### src/design/gtg_pkg.sv
// Shared types, widths and constants of the go-to-goal proportional controller.
// Used by the CORDIC unit, the square-root unit and the top level.
// Depends on nothing.
package gtg_pkg;

    // Field widths of the stream items and configuration registers.
    localparam int POS_W       = 18;
    localparam int HEAD_W      = 15;
    localparam int GAIN_W      = 12;
    localparam int TOL_W       = 12;
    localparam int TURN_W      = 18;
    localparam int SPEED_W     = 19;
    localparam int DIST_W      = 19;
    localparam int STATUS_W    = 3;
    localparam int ELAPSED_W   = 16;
    localparam int IN_TDATA_W  = 56;
    localparam int IN_TUSER_W  = 2;
    localparam int OUT_TDATA_W = 72;
    localparam int CFG_IDX_W   = 3;
    localparam int CFG_DATA_W  = 18;

    // Internal datapath widths.
    localparam int DIFF_W  = POS_W + 1;          // target minus pose
    localparam int CORD_W  = 30;                 // CORDIC x and y, Q.20 with headroom
    localparam int Z_W     = 21;                 // CORDIC angle, Q16 radians
    localparam int BEAR_W  = Z_W - 4;            // bearing, Q12 radians
    localparam int ERR_W   = 18;                 // heading error, Q12 radians
    localparam int SQ_W    = 2 * DIST_W;         // dx*dx + dy*dy
    localparam int MUL_W   = 20;                 // shared multiplier operand width
    localparam int PROD_W  = 2 * MUL_W;

    // Arctangent table, Q16 radians; entries beyond 2^-16 are zero.
    localparam int ATAN_ENTRIES = 24;
    localparam int ATAN_IDX_W   = 5;
    localparam int ATAN_W       = 16;
    localparam logic [ATAN_W-1:0] ATAN_Q16 [ATAN_ENTRIES] = '{
        16'd51472, 16'd30386, 16'd16055, 16'd8150, 16'd4091, 16'd2047, 16'd1024, 16'd512,
        16'd256,   16'd128,   16'd64,    16'd32,   16'd16,   16'd8,    16'd4,    16'd2,
        16'd1,     16'd0,     16'd0,     16'd0,    16'd0,    16'd0,    16'd0,    16'd0
    };
    localparam logic signed [Z_W-1:0] PI_Q16 = 21'sd205887;

    // Result status codes.
    localparam logic [STATUS_W-1:0] STAT_TURNING  = 3'd0;
    localparam logic [STATUS_W-1:0] STAT_DRIVING  = 3'd1;
    localparam logic [STATUS_W-1:0] STAT_REACHED  = 3'd2;
    localparam logic [STATUS_W-1:0] STAT_CANCELED = 3'd3;
    localparam logic [STATUS_W-1:0] STAT_IDLE     = 3'd4;

    // Configuration register indexes.
    localparam logic [CFG_IDX_W-1:0] CFG_TARGET_X     = 3'd0;
    localparam logic [CFG_IDX_W-1:0] CFG_TARGET_Y     = 3'd1;
    localparam logic [CFG_IDX_W-1:0] CFG_GAIN_LINEAR  = 3'd2;
    localparam logic [CFG_IDX_W-1:0] CFG_GAIN_ANGULAR = 3'd3;
    localparam logic [CFG_IDX_W-1:0] CFG_TOLERANCE    = 3'd4;

    // Sequencer states, one-hot.
    typedef enum logic [7:0] {
        S_IDLE  = 8'b0000_0001,
        S_SQX   = 8'b0000_0010,
        S_SQY   = 8'b0000_0100,
        S_START = 8'b0000_1000,
        S_RUN   = 8'b0001_0000,
        S_ERR   = 8'b0010_0000,
        S_MUL   = 8'b0100_0000,
        S_WRITE = 8'b1000_0000
    } t_state;

endpackage

### src/design/gtg_cordic.sv
// Iterative vectoring CORDIC: one shift-add rotation per cycle, bearing in Q12 radians.
// Depends on gtg_pkg for widths, the arctangent table and pi.
module gtg_cordic import gtg_pkg::*; #(
    parameter int STEPS = 16
) (
    input  logic                     i_clk,
    input  logic                     i_rst_n,
    input  logic                     i_start,
    input  logic signed [DIFF_W-1:0] i_dx,
    input  logic signed [DIFF_W-1:0] i_dy,
    output logic                     o_busy,
    output logic signed [BEAR_W-1:0] o_bearing
);

    localparam int STEPS_USED = (STEPS > ATAN_ENTRIES) ? ATAN_ENTRIES : STEPS;
    localparam int CW = $clog2(STEPS_USED + 1);
    localparam logic [CW-1:0] LAST = CW'(STEPS_USED - 1);

    logic                     r_busy;
    logic [CW-1:0]            r_cnt;
    logic signed [CORD_W-1:0] r_x;
    logic signed [CORD_W-1:0] r_y;
    logic signed [Z_W-1:0]    r_z;

    logic signed [CORD_W-1:0] x_init;
    logic signed [CORD_W-1:0] y_init;
    logic signed [CORD_W-1:0] x_sh;
    logic signed [CORD_W-1:0] y_sh;
    logic signed [Z_W-1:0]    atan_ext;
    logic signed [Z_W-1:0]    z_round;

    // Scale the differences by 256 to gain fraction bits for the iterations.
    assign x_init = signed'({{(CORD_W-DIFF_W-8){i_dx[DIFF_W-1]}}, i_dx, 8'b0});
    assign y_init = signed'({{(CORD_W-DIFF_W-8){i_dy[DIFF_W-1]}}, i_dy, 8'b0});

    // Shared shifter and table lookup for the current iteration.
    assign x_sh     = r_x >>> r_cnt;
    assign y_sh     = r_y >>> r_cnt;
    assign atan_ext = signed'({{(Z_W-ATAN_W){1'b0}}, ATAN_Q16[ATAN_IDX_W'(r_cnt)]});

    // Round half up from Q16 to Q12.
    assign z_round   = (r_z + 21'sd8) >>> 4;
    assign o_bearing = z_round[BEAR_W-1:0];
    assign o_busy    = r_busy;

    // Iteration control.
    always_ff @(posedge i_clk) begin
        if (!i_rst_n) begin
            r_busy <= 1'b0;
            r_cnt  <= '0;
        end else if (i_start) begin
            r_busy <= (i_dx != '0) || (i_dy != '0);
            r_cnt  <= '0;
        end else if (r_busy) begin
            r_cnt <= r_cnt + 1'b1;
            if (r_cnt == LAST) begin
                r_busy <= 1'b0;
            end
        end
    end

    // Rotation datapath; a vector in the left half plane is first turned by pi.
    always_ff @(posedge i_clk) begin
        if (i_start) begin
            if (i_dx < 0) begin
                r_x <= -x_init;
                r_y <= -y_init;
                r_z <= (i_dy >= 0) ? PI_Q16 : -PI_Q16;
            end else begin
                r_x <= x_init;
                r_y <= y_init;
                r_z <= '0;
            end
        end else if (r_busy) begin
            if (r_y > 0) begin
                r_x <= r_x + y_sh;
                r_y <= r_y - x_sh;
                r_z <= r_z + atan_ext;
            end else begin
                r_x <= r_x - y_sh;
                r_y <= r_y + x_sh;
                r_z <= r_z - atan_ext;
            end
        end
    end

endmodule

### src/design/gtg_isqrt.sv
// Iterative integer square root, one result bit per cycle (restoring digit recurrence).
// Depends on gtg_pkg for the radicand and root widths.
module gtg_isqrt import gtg_pkg::*; (
    input  logic              i_clk,
    input  logic              i_rst_n,
    input  logic              i_start,
    input  logic [SQ_W-1:0]   i_radicand,
    output logic              o_busy,
    output logic [DIST_W-1:0] o_root
);

    localparam int CW  = $clog2(DIST_W);
    localparam int REM_W = DIST_W + 2;
    localparam logic [CW-1:0] LAST = CW'(DIST_W - 1);

    logic                r_busy;
    logic [CW-1:0]       r_cnt;
    logic [SQ_W-1:0]     r_rad;
    logic [REM_W-1:0]    r_rem;
    logic [DIST_W-1:0]   r_root;

    logic [REM_W+1:0]    rem_sh;
    logic [REM_W+1:0]    trial;

    // Bring down the next two radicand bits and form the trial subtrahend.
    assign rem_sh = {r_rem, r_rad[SQ_W-1 -: 2]};
    assign trial  = {2'b00, r_root, 2'b01};

    assign o_busy = r_busy;
    assign o_root = r_root;

    // Step control.
    always_ff @(posedge i_clk) begin
        if (!i_rst_n) begin
            r_busy <= 1'b0;
            r_cnt  <= '0;
        end else if (i_start) begin
            r_busy <= 1'b1;
            r_cnt  <= '0;
        end else if (r_busy) begin
            r_cnt <= r_cnt + 1'b1;
            if (r_cnt == LAST) begin
                r_busy <= 1'b0;
            end
        end
    end

    // One root bit per step.
    always_ff @(posedge i_clk) begin
        if (i_start) begin
            r_rad  <= i_radicand;
            r_rem  <= '0;
            r_root <= '0;
        end else if (r_busy) begin
            r_rad <= {r_rad[SQ_W-3:0], 2'b00};
            if (rem_sh >= trial) begin
                r_rem  <= REM_W'(rem_sh - trial);
                r_root <= {r_root[DIST_W-2:0], 1'b1};
            end else begin
                r_rem  <= REM_W'(rem_sh);
                r_root <= {r_root[DIST_W-2:0], 1'b0};
            end
        end
    end

endmodule

### src/design/go_to_goal_p_controller.sv
// Go-to-goal proportional controller. An idle or canceled tick goes straight to the write state;
// a turning or driving tick passes the square states, start, run (until both units are done),
// error and multiply, and a reached tick skips multiply. The 19-step square-root unit and the
// CORDIC iteration count (capped at 24) set the long path. One item is processed at a time;
// a new item is taken once the sequencer is back in idle; the write state waits for out_free.
// Reset (synchronous, active low) restores the register defaults, clears the count, sets finished.
module go_to_goal_p_controller import gtg_pkg::*; #(
    parameter int CORDIC_STEPS = 16,
    parameter int COUNT_BITS   = 16
) (
    input  logic                   i_clk,
    input  logic                   i_rst_n,
    // Pose items.
    input  logic                   s_axis_tvalid,
    output logic                   s_axis_tready,
    input  logic [IN_TDATA_W-1:0]  s_axis_tdata,  // pose_x[17:0], pose_y[35:18],
                                                  // pose_heading[50:36], zero[55:51]
    input  logic [IN_TUSER_W-1:0]  s_axis_tuser,  // new_goal[0], cancel_request[1]
    // Command items.
    output logic                   m_axis_tvalid,
    input  logic                   m_axis_tready,
    output logic [OUT_TDATA_W-1:0] m_axis_tdata,  // turn_rate[17:0], forward_speed[36:18],
                                                  // distance[55:37], elapsed[71:56]
    output logic [STATUS_W-1:0]    m_axis_tuser,  // status[2:0]
    // Register writes.
    input  logic                   i_cfg_valid,
    output logic                   o_cfg_ready,
    input  logic [CFG_IDX_W-1:0]   i_cfg_index,
    input  logic [CFG_DATA_W-1:0]  i_cfg_data
);

    localparam logic [COUNT_BITS-1:0] COUNT_MAX = '1;

    t_state                   r_state;
    t_state                   n_state;

    logic signed [POS_W-1:0]  r_target_x;
    logic signed [POS_W-1:0]  r_target_y;
    logic [GAIN_W-1:0]        r_gain_lin;
    logic [GAIN_W-1:0]        r_gain_ang;
    logic [TOL_W-1:0]         r_tol;
    logic [COUNT_BITS-1:0]    r_tick;
    logic                     r_finished;

    logic signed [DIFF_W-1:0] r_dx;
    logic signed [DIFF_W-1:0] r_dy;
    logic signed [HEAD_W-1:0] r_heading;
    logic signed [PROD_W-1:0] r_acc;
    logic signed [ERR_W-1:0]  r_err;
    logic [DIST_W-1:0]        r_dist;
    logic [STATUS_W-1:0]      r_status;
    logic [ELAPSED_W-1:0]     r_elapsed;

    logic                     r_out_valid;
    logic signed [TURN_W-1:0] r_out_turn;
    logic [SPEED_W-1:0]       r_out_fwd;
    logic [DIST_W-1:0]        r_out_dist;
    logic [STATUS_W-1:0]      r_out_status;
    logic [ELAPSED_W-1:0]     r_out_elapsed;

    logic                     in_accept;
    logic                     out_free;
    logic signed [POS_W-1:0]  pose_x;
    logic signed [POS_W-1:0]  pose_y;
    logic signed [HEAD_W-1:0] pose_heading;
    logic                     new_goal;
    logic                     cancel_request;
    logic                     fin_eff;
    logic [COUNT_BITS-1:0]    cnt_eff;
    logic [ELAPSED_W-1:0]     elapsed_eff;

    logic                     cordic_busy;
    logic signed [BEAR_W-1:0] bearing;
    logic                     sqrt_busy;
    logic [DIST_W-1:0]        root;

    logic signed [MUL_W-1:0]  mul_a;
    logic signed [MUL_W-1:0]  mul_b;
    logic signed [PROD_W-1:0] prod;
    logic signed [ERR_W-1:0]  err;
    logic [ERR_W-1:0]         aerr;
    logic signed [PROD_W-1:0] rnd;
    logic signed [TURN_W-1:0] turn_sat;
    logic [SPEED_W-1:0]       fwd_sat;

    // Unpack the input item.
    assign pose_x         = s_axis_tdata[POS_W-1:0];
    assign pose_y         = s_axis_tdata[2*POS_W-1:POS_W];
    assign pose_heading   = s_axis_tdata[2*POS_W+HEAD_W-1:2*POS_W];
    assign new_goal       = s_axis_tuser[0];
    assign cancel_request = s_axis_tuser[1];

    // Register writes are taken only between items.
    assign s_axis_tready = (r_state == S_IDLE);
    assign in_accept     = s_axis_tvalid && s_axis_tready;
    assign out_free      = !r_out_valid || m_axis_tready;
    assign o_cfg_ready   = (r_state == S_IDLE);

    // A new goal clears the count and the finished flag before the tick is handled.
    assign fin_eff = new_goal ? 1'b0 : r_finished;
    assign cnt_eff = new_goal ? '0 : r_tick;
    assign elapsed_eff = (33'(cnt_eff) > 33'd65535) ? '1 : ELAPSED_W'(cnt_eff);

    // Shared multiplier: squares of the differences, then the gain product.
    always_comb begin
        unique case (r_state)
            S_SQX: begin
                mul_a = MUL_W'(r_dx);
                mul_b = MUL_W'(r_dx);
            end
            S_SQY: begin
                mul_a = MUL_W'(r_dy);
                mul_b = MUL_W'(r_dy);
            end
            default: begin
                if (r_status == STAT_TURNING) begin
                    mul_a = signed'({{(MUL_W-GAIN_W){1'b0}}, r_gain_ang});
                    mul_b = MUL_W'(r_err);
                end else begin
                    mul_a = signed'({{(MUL_W-GAIN_W){1'b0}}, r_gain_lin});
                    mul_b = signed'({{(MUL_W-DIST_W){1'b0}}, r_dist});
                end
            end
        endcase
    end
    assign prod = mul_a * mul_b;

    // Heading error against the bearing, with its magnitude.
    assign err  = ERR_W'(bearing) - ERR_W'(r_heading);
    assign aerr = (err < 0) ? ERR_W'(-err) : ERR_W'(err);

    // Round half up, then saturate to the command ranges.
    assign rnd = (r_acc + 40'sd128) >>> 8;
    always_comb begin
        if (rnd > 40'sd131071) begin
            turn_sat = 18'sd131071;
        end else if (rnd < -40'sd131072) begin
            turn_sat = -18'sd131072;
        end else begin
            turn_sat = TURN_W'(rnd);
        end
        if (rnd > 40'sd524287) begin
            fwd_sat = '1;
        end else if (rnd < 0) begin
            fwd_sat = '0;
        end else begin
            fwd_sat = SPEED_W'(rnd);
        end
    end

    // Sequencer.
    always_comb begin
        n_state = r_state;
        unique case (r_state)
            S_IDLE: begin
                if (in_accept) begin
                    n_state = (fin_eff || cancel_request) ? S_WRITE : S_SQX;
                end
            end
            S_SQX:   n_state = S_SQY;
            S_SQY:   n_state = S_START;
            S_START: n_state = S_RUN;
            S_RUN: begin
                if (!cordic_busy && !sqrt_busy) begin
                    n_state = S_ERR;
                end
            end
            S_ERR: begin
                n_state = ((aerr > ERR_W'(r_tol)) || (root > DIST_W'(r_tol))) ? S_MUL : S_WRITE;
            end
            S_MUL: n_state = S_WRITE;
            S_WRITE: begin
                if (out_free) begin
                    n_state = S_IDLE;
                end
            end
            default: n_state = S_IDLE;
        endcase
    end

    always_ff @(posedge i_clk) begin
        if (!i_rst_n) begin
            r_state <= S_IDLE;
        end else begin
            r_state <= n_state;
        end
    end

    // Configuration registers.
    always_ff @(posedge i_clk) begin
        if (!i_rst_n) begin
            r_target_x <= '0;
            r_target_y <= '0;
            r_gain_lin <= 12'd128;
            r_gain_ang <= 12'd512;
            r_tol      <= 12'd41;
        end else if (i_cfg_valid && o_cfg_ready) begin
            unique case (i_cfg_index)
                CFG_TARGET_X:     r_target_x <= i_cfg_data;
                CFG_TARGET_Y:     r_target_y <= i_cfg_data;
                CFG_GAIN_LINEAR:  r_gain_lin <= i_cfg_data[GAIN_W-1:0];
                CFG_GAIN_ANGULAR: r_gain_ang <= i_cfg_data[GAIN_W-1:0];
                CFG_TOLERANCE:    r_tol      <= i_cfg_data[TOL_W-1:0];
                default: ;
            endcase
        end
    end

    // Goal state: tick count and finished flag.
    always_ff @(posedge i_clk) begin
        if (!i_rst_n) begin
            r_tick     <= '0;
            r_finished <= 1'b1;
        end else if (in_accept) begin
            r_tick     <= cnt_eff;
            r_finished <= fin_eff || cancel_request;
        end else if ((r_state == S_WRITE) && out_free) begin
            if (((r_status == STAT_TURNING) || (r_status == STAT_DRIVING))
                    && (r_tick != COUNT_MAX)) begin
                r_tick <= r_tick + 1'b1;
            end
            if (r_status == STAT_REACHED) begin
                r_finished <= 1'b1;
            end
        end
    end

    // Working registers of the item in flight.
    always_ff @(posedge i_clk) begin
        if (in_accept) begin
            r_dx      <= DIFF_W'(r_target_x) - DIFF_W'(pose_x);
            r_dy      <= DIFF_W'(r_target_y) - DIFF_W'(pose_y);
            r_heading <= pose_heading;
            r_elapsed <= elapsed_eff;
            r_dist    <= '0;
            if (fin_eff) begin
                r_status <= STAT_IDLE;
            end else begin
                r_status <= STAT_CANCELED;
            end
        end
        unique case (r_state)
            S_SQX: r_acc <= prod;
            S_SQY: r_acc <= r_acc + prod;
            S_ERR: begin
                r_dist <= root;
                r_err  <= err;
                priority if (aerr > ERR_W'(r_tol)) begin
                    r_status <= STAT_TURNING;
                end else if (root > DIST_W'(r_tol)) begin
                    r_status <= STAT_DRIVING;
                end else begin
                    r_status <= STAT_REACHED;
                end
            end
            S_MUL: r_acc <= prod;
            default: ;
        endcase
    end

    // Output register; a result waits here until the consumer takes it.
    always_ff @(posedge i_clk) begin
        if (!i_rst_n) begin
            r_out_valid <= 1'b0;
        end else if ((r_state == S_WRITE) && out_free) begin
            r_out_valid <= 1'b1;
        end else if (m_axis_tready) begin
            r_out_valid <= 1'b0;
        end
    end

    always_ff @(posedge i_clk) begin
        if ((r_state == S_WRITE) && out_free) begin
            r_out_turn    <= (r_status == STAT_TURNING) ? turn_sat : '0;
            r_out_fwd     <= (r_status == STAT_DRIVING) ? fwd_sat : '0;
            r_out_dist    <= r_dist;
            r_out_status  <= r_status;
            r_out_elapsed <= r_elapsed;
        end
    end

    assign m_axis_tvalid = r_out_valid;
    assign m_axis_tdata  = {r_out_elapsed, r_out_dist, r_out_fwd, r_out_turn};
    assign m_axis_tuser  = r_out_status;

    // Bearing and distance units, started together.
    gtg_cordic #(
        .STEPS (CORDIC_STEPS)
    ) u_cordic (
        .i_clk     (i_clk),
        .i_rst_n   (i_rst_n),
        .i_start   (r_state == S_START),
        .i_dx      (r_dx),
        .i_dy      (r_dy),
        .o_busy    (cordic_busy),
        .o_bearing (bearing)
    );

    gtg_isqrt u_isqrt (
        .i_clk      (i_clk),
        .i_rst_n    (i_rst_n),
        .i_start    (r_state == S_START),
        .i_radicand (r_acc[SQ_W-1:0]),
        .o_busy     (sqrt_busy),
        .o_root     (root)
    );

endmodule
### config.mk
export PLATFORM = sky130hd
export DESIGN_NAME = go_to_goal_p_controller
export DESIGN_NICKNAME = d
export VERILOG_FILES = /design/src/design/gtg_pkg.sv /design/src/design/gtg_cordic.sv /design/src/design/gtg_isqrt.sv /design/src/design/go_to_goal_p_controller.sv
export SDC_FILE = /design/constraint.sdc
export NUM_CORES = 2
export LEC_CHECK = 0
export BUFFER_PORTS_ARGS = -buffer_cell sky130_fd_sc_hd__buf_2
export CAP_MARGIN = 0
export CORE_ASPECT_RATIO = 1.1
export CORE_MARGIN = 8
export CORE_UTILIZATION = 59
export CTS_CLUSTER_SIZE = 30
export DETAILED_ROUTE_END_ITERATION = 12
export PLACE_DENSITY = 0.8
export SLEW_MARGIN = 10
export SYNTH_ARGS = -nofsm -noshare
export SYNTH_HDL_FRONTEND = slang
export SYNTH_SLANG_ARGS = --single-unit
export TNS_END_PERCENT = 30
### constraint.sdc
create_clock -name i_clk -period 10.7 [get_ports i_clk]
set_input_delay 3.21 -clock i_clk [delete_from_list [all_inputs] [get_ports i_clk]]
set_output_delay 3.21 -clock i_clk [all_outputs]
set_load 0.02 [all_outputs]
# Word level (Yosys, flattened, before mapping)
# Memory sizes are Yosys's and may differ from the RTL's.
# Cells that the tools add are included.
# classes
shift	2
n_reduce_logical	36
add_sub_neg	19
n_eq_ne	20
muxes	58
bitwise_logic	3
order_cmp	12
multipliers	1
# ops
operator	count
$mux W30	8
$mux W21	6
$mux W16	6
$pmux W20 S2	2
$pmux W40 S2	1
$mux W19	4
$mux W38	2
$pmux W8 S8	1
$add A30 B30 Y30	2
$neg A27 Y30	2
$sshr A30 B5 Y30	2
$sub A30 B30 Y30	2
$add A40 B40 Y40	1
$add A40 B9 Y40 const B	1
$mul A20 B20 Y40	1
$mux W8	5
$reduce_bool A19 Y1	2
$sub A18 B18 Y19	2
$mux W18	2
$gt A32 B18 Y1 const B	1
$gt A32 B20 Y1 const B	1
$lt A32 B1 Y1 const B	1
$lt A32 B18 Y1 const B	1
$gt A30 B1 Y1 const B	1
other kinds (47)	94
# totals
mem_count	1
romBits	512
register_bits	493
# memory_table
name	words	word_bits	rd	rd_ports_with_merged_regs	wr	line_no	text
(name not given)	32	16	1	0	0	gtg_cordic.sv:39	assign atan_ext = signed'({{(Z_W-ATAN_W){1'b0}}, ATAN_Q16[ATAN_IDX_W'(r_cnt)]});

# Longest topological paths before layout
# depth
word_depth	8
mapped_depth	49

# Cells and area by module
# Synthesis repeated with hierarchy kept, for this count alone.
# unflattened
hier_cells	5691
hier_area_um2	51545.7
# by_module_without_submodules
module	n_inst	area_per_inst_um2	seq_area_each_um2	cells_per_inst
go_to_goal_p_controller	1	32762.7	8688.3	3567
gtg_cordic	1	14212.4	2552.4	1673
gtg_isqrt	1	4570.6	2062.0	451

# Worst setup path after synthesis
# Ideal clock, no wire load.
# synth_path
path_kind	reg-to-reg
startpoint	register r_state[7]
endpoint	register r_acc[37] (data pin)
setup_ns	0.254
path_stages_with_launch	47
synth_period_minus_slack_ns	10.374
setup_slack_ns	0.326
path_buffers	3
t_required_ns	10.446
arrival_ns	10.120
path_cell_list	dfxtp_1 nor2_1 nand3_1 nor2_1 and2_1 clkbuf_1 clkbuf_1 a22oi_1 nand2_1 a21boi_1 clkbuf_1 nand2_1 fa_1 inv_1 fa_1 inv_1 fa_1 inv_1 [... 11 more ...] a311oi_1 or4_1 a31o_2 and2_1 o21a_1 nor2_1 xnor2_1 ha_1 inv_1 nor2_1 a21oi_1 o21ai_0 nand2_1 nand4_1 a31oi_1 xor2_1 nor2_1 a21o_1
# synth_via
elab_chain_len	5
word_cells_on_any_way	9
cone_classes	add/sub: 1; mul: 1; eq/ne: 3; mux: 3; reduce/logical: 1
# synth_rtl
element	line_no	text
from (decl)	go_to_goal_p_controller.sv:34	t_state r_state;
from (signal assigned)	go_to_goal_p_controller.sv:185	r_state <= n_state;
$eq A8 B3 Y1 / $eq A8 B2 Y1 (equally long branches)	go_to_goal_p_controller.sv:106, go_to_goal_p_controller.sv:242	
$pmux W20 S2	go_to_goal_p_controller.sv:106	unique case (r_state)
$mul A20 B20 Y40	go_to_goal_p_controller.sv:126	assign prod = mul_a * mul_b;
$add A40 B40 Y40	go_to_goal_p_controller.sv:244	S_SQY: r_acc <= r_acc + prod;
$pmux W40 S2 *	go_to_goal_p_controller.sv:242	unique case (r_state)
to (signal assigned)	go_to_goal_p_controller.sv:243	S_SQX: r_acc <= prod;
to (signal assigned)	go_to_goal_p_controller.sv:244	
to (signal assigned)	go_to_goal_p_controller.sv:256	S_MUL: r_acc <= prod;
to (decl)	go_to_goal_p_controller.sv:48	logic signed [PROD_W-1:0] r_acc;
# Mark *: on every way between the ends. The rest lies on a longest branch, timed or not.
# A chain may end at the register's enable or synchronous reset.

# Final worst setup path
# layout_path
startpoint	register r_status[0]
endpoint	register r_acc[39] (data pin)
# layout_via
elab_chain_len	6
word_cells_on_any_way	8
cone_classes	add/sub: 1; mul: 1; mux: 5; reduce/logical: 1
# layout_rtl
element	line_no	text
from (decl)	go_to_goal_p_controller.sv:51	logic [STATUS_W-1:0] r_status;
from (signal assigned)	go_to_goal_p_controller.sv:237	r_status <= STAT_IDLE;
from (signal assigned)	go_to_goal_p_controller.sv:239	r_status <= STAT_CANCELED;
from (signal assigned)	go_to_goal_p_controller.sv:249	r_status <= STAT_TURNING;
$logic_not A3 Y1 *	go_to_goal_p_controller.sv:116	if (r_status == STAT_TURNING) begin
$mux W12 / $mux W20 (equally long branches)	go_to_goal_p_controller.sv:116	
$pmux W20 S2	go_to_goal_p_controller.sv:106	
$mul A20 B20 Y40 *	go_to_goal_p_controller.sv:126	
$add A40 B40 Y40	go_to_goal_p_controller.sv:244	
$pmux W40 S2 *	go_to_goal_p_controller.sv:242	
# Marks and branches as above.

==> results.json <==
{
  "final_cells": 7041,
  "ant_nets": 0,
  "grt_max_degree": 82,
  "crit_path_end_kind": "register",
  "die_area_mm2": 0.0951,
  "cts_hold_buf": 0,
  "wl_per_cell_um": 20.8,
  "path_class": "reg -> reg",
  "first_iter_violations": 4454,
  "hpwl_um": 113000,
  "dr.pass1.iters": 7,
  "arrival_ps": 10730,
  "rows": 112,
  "htree_levels": 2,
  "syn_area_per_cell_um2": 8.84,
  "critPathRequiredTime_ps": 11070,
  "die_y_um": 323,
  "die_width_um": 295,
  "seqCellArea_mm2": 0.0133,
  "vias": 43000,
  "worstMarginPinSlew_ps": 1190,
  "drive_above_1_share": 0.103,
  "p_per_area_mw_per_mm2": 118,
  "place.port_buffers": 156,
  "final_cell_mix": "nand2_1 (787), inv_1 (719), nor2_1 (482), fa_1 (412), a21oi_1 (382)",
  "grt_pass1_vias": 42200,
  "cpMostUsedCell": "fa_1",
  "timing.hold.ws_ps": 419,
  "multiInputGateArea_mm2": 0.0338,
  "area_growth_pct": 9.44,
  "synth_edf_count": 343,
  "synth_top_area_cell": "edfxtp_1",
  "clk_path_buf_depth": 3,
  "clk_latency_ps": 670,
  "fin_tns_setup_ps": 0,
  "slew_headroom": 0.207,
  "layout.nets": 6694,
  "grt_use_total": 0.303,
  "netlist_instances": 5705,
  "grt_pass1_wl_um": 229000,
  "clock_sinks": 493,
  "path_max_fanout": 23,
  "post-place-ws_ps": 78.5,
  "crit_path_max_incr_delay_ps": 560,
  "gp_congestion": 1.03,
  "synth.area.top_cells": "edfxtp_1 (20%), fa_1 (16%), ha_1 (8.6%), nand2_1 (6.0%), dfxtp_1 (6.0%)",
  "status": "complete, no violations",
  "synthFlopType": "edfxtp_1",
  "period_share": 0.968,
  "hold_class": "reg -> reg",
  "final_common_cell": "nand2_1",
  "grt_setup_unrepaired": "true",
  "drc": 0,
  "ys_seq_area_frac": 0.264,
  "cap_violations": 0,
  "finalSetupViolCount": 0,
  "io_pins": 162,
  "cts_buffers": 55,
  "yosys.area.top_type_share": 0.204,
  "synth_cell_types": 97,
  "routed_wl_um": 146000,
  "antenna_found_initial": 6,
  "synthesis.area_mm2": 0.0504,
  "start_kind": "register",
  "start_util": 0.595,
  "ys_warn_count": 0,
  "grt-ovfl-total": 0,
  "synthArstFlopShare": 0,
  "fillers": 6820,
  "hold_viol_final": 0,
  "placed_cells": 6925,
  "skew_ps": 50.0,
  "setup_slack_ps": 343,
  "slew_viol_final": 0,
  "p_leak_nw": 24.4,
  "synth_nets": 6548,
  "fmax_ghz": 0.0965,
  "via_per_inst": 6.11,
  "ys_ff_latch": 493,
  "crit_slowest_cell": "fa_1",
  "clk_pin_slew_ps": 70,
  "cts_root_buffer": "clkbuf_16",
  "peakVddDrop_mv": 0.159,
  "core_area_mm2": 0.0848,
  "layout_min_cycle_time_ps": 10360,
  "cts_tree": "built"
}
[where the power goes]
group          switching [mW]  internal (mW)
logic                    1.39          0.890
registers              0.0826           2.18
clock network           0.875           1.09
total                    2.35           4.16
[cell usage after synthesis, drive strengths merged, types with 46 or more instances]
library cell and instances:
dfxtp 150, fa 414, a21o 87, and3 62, ha 345, edfxtp 343
o21ai 317, and2 55, mux2i 63, buf 46, nor3 77, o21a 48
clkbuf 169, nand2b 53, xor2 133, mux4 74, nand2 803, a21oi 387
xnor2 203, inv 725, nand3 117, nor2 491, nor2b 58
[final timing paths]
path / startpoint / endpoint / slack [ps] / cells after the start
min: r_elapsed[2] / r_out_elapsed[2] / 420 / 0
max: r_status[0] / r_acc[39] / 340 / 43
min reg2reg: r_elapsed[2] / r_out_elapsed[2] / 420 / 0
max reg2reg: r_status[0] / r_acc[39] / 340 / 43
[sequential cells by signal (all words and copies together) (netlist names), 18 cells and up]
name            count
u_cordic.r_z       21
r_dist             19
u_cordic.r_x       30
r_dy               19
r_target_y         18
r_out_dist         19
r_out_fwd          19
r_dx               19
r_err              18
r_out_turn         18
u_isqrt.r_rem      21
r_acc              40
u_cordic.r_y       30
r_target_x         18
u_isqrt.r_rad      38
u_isqrt.o_root     19
[metal layers]
layer	track usage	part of all wire
met1	0.399	0.39
met2	0.476	0.44
met3	0.0633	0.11
met4	0.149	0.060
met5	0	0.000055
[stage by stage]
step | instance area [µm²] | total power, mW | util
floorplan | 50400 | 3.87 | -
global placement | 52900 | 4.41 | 0.624
detailed placement | 52900 | 4.48 | 0.624
CTS | 54800 | 6.44 | 0.646
global route | 55200 | 6.84 | 0.651
finish | 55200 | 6.51 | 0.651
[layout make-up]
class / instances / area share
multi-input cells: 4269 / 0.612
clock inverters: 31 / 0.00542
diodes: 3 / 0.000136
flip-flops and latches: 493 / 0.241
clock buffers: 73 / 0.0288
well taps: 1140 / 0.0258
inverters: 728 / 0.0495
repair buffers: 304 / 0.0366
[repair_timing]
action                                  4_1_cts  5_1_grt
setup buffers                                 0        7
resized for setup                             1       82
endpoints found under the setup margin        1       12
hold endpoints to repair                      0        0
pin swaps                                     0       13
gates cloned                                  0        2
[kinds of logic (layout without fill, tap and decap cells)]
kind of cell               Yosys count  after routing  share of synthesized area
AOI/OAI and AO/OA                 1145           1145                      0.138
xor gates and xnor gates           336            336                     0.0584
adders and majority gates          759            759                      0.250
buffers and inverters              943           1136                     0.0729
DFF                                493            493                      0.264
muxes                              150            150                     0.0494
other                                0              3                          0
and+or+nand+nor                   1879           1879                      0.168
[critical path, delay by kind of cell (launching register included)]
family,cells,cell delay (ps)
adder cells (fa/ha/maj),9,4080
AND/OR/NAND/NOR,12,1980
AO/OA/AOI/OAI,9,1780
buffers and inverters,9,1060
flip-flops,1,470
XOR/XNOR,3,470
multiplexers,1,210
Note: power is estimated with default switching activity, not from simulation.
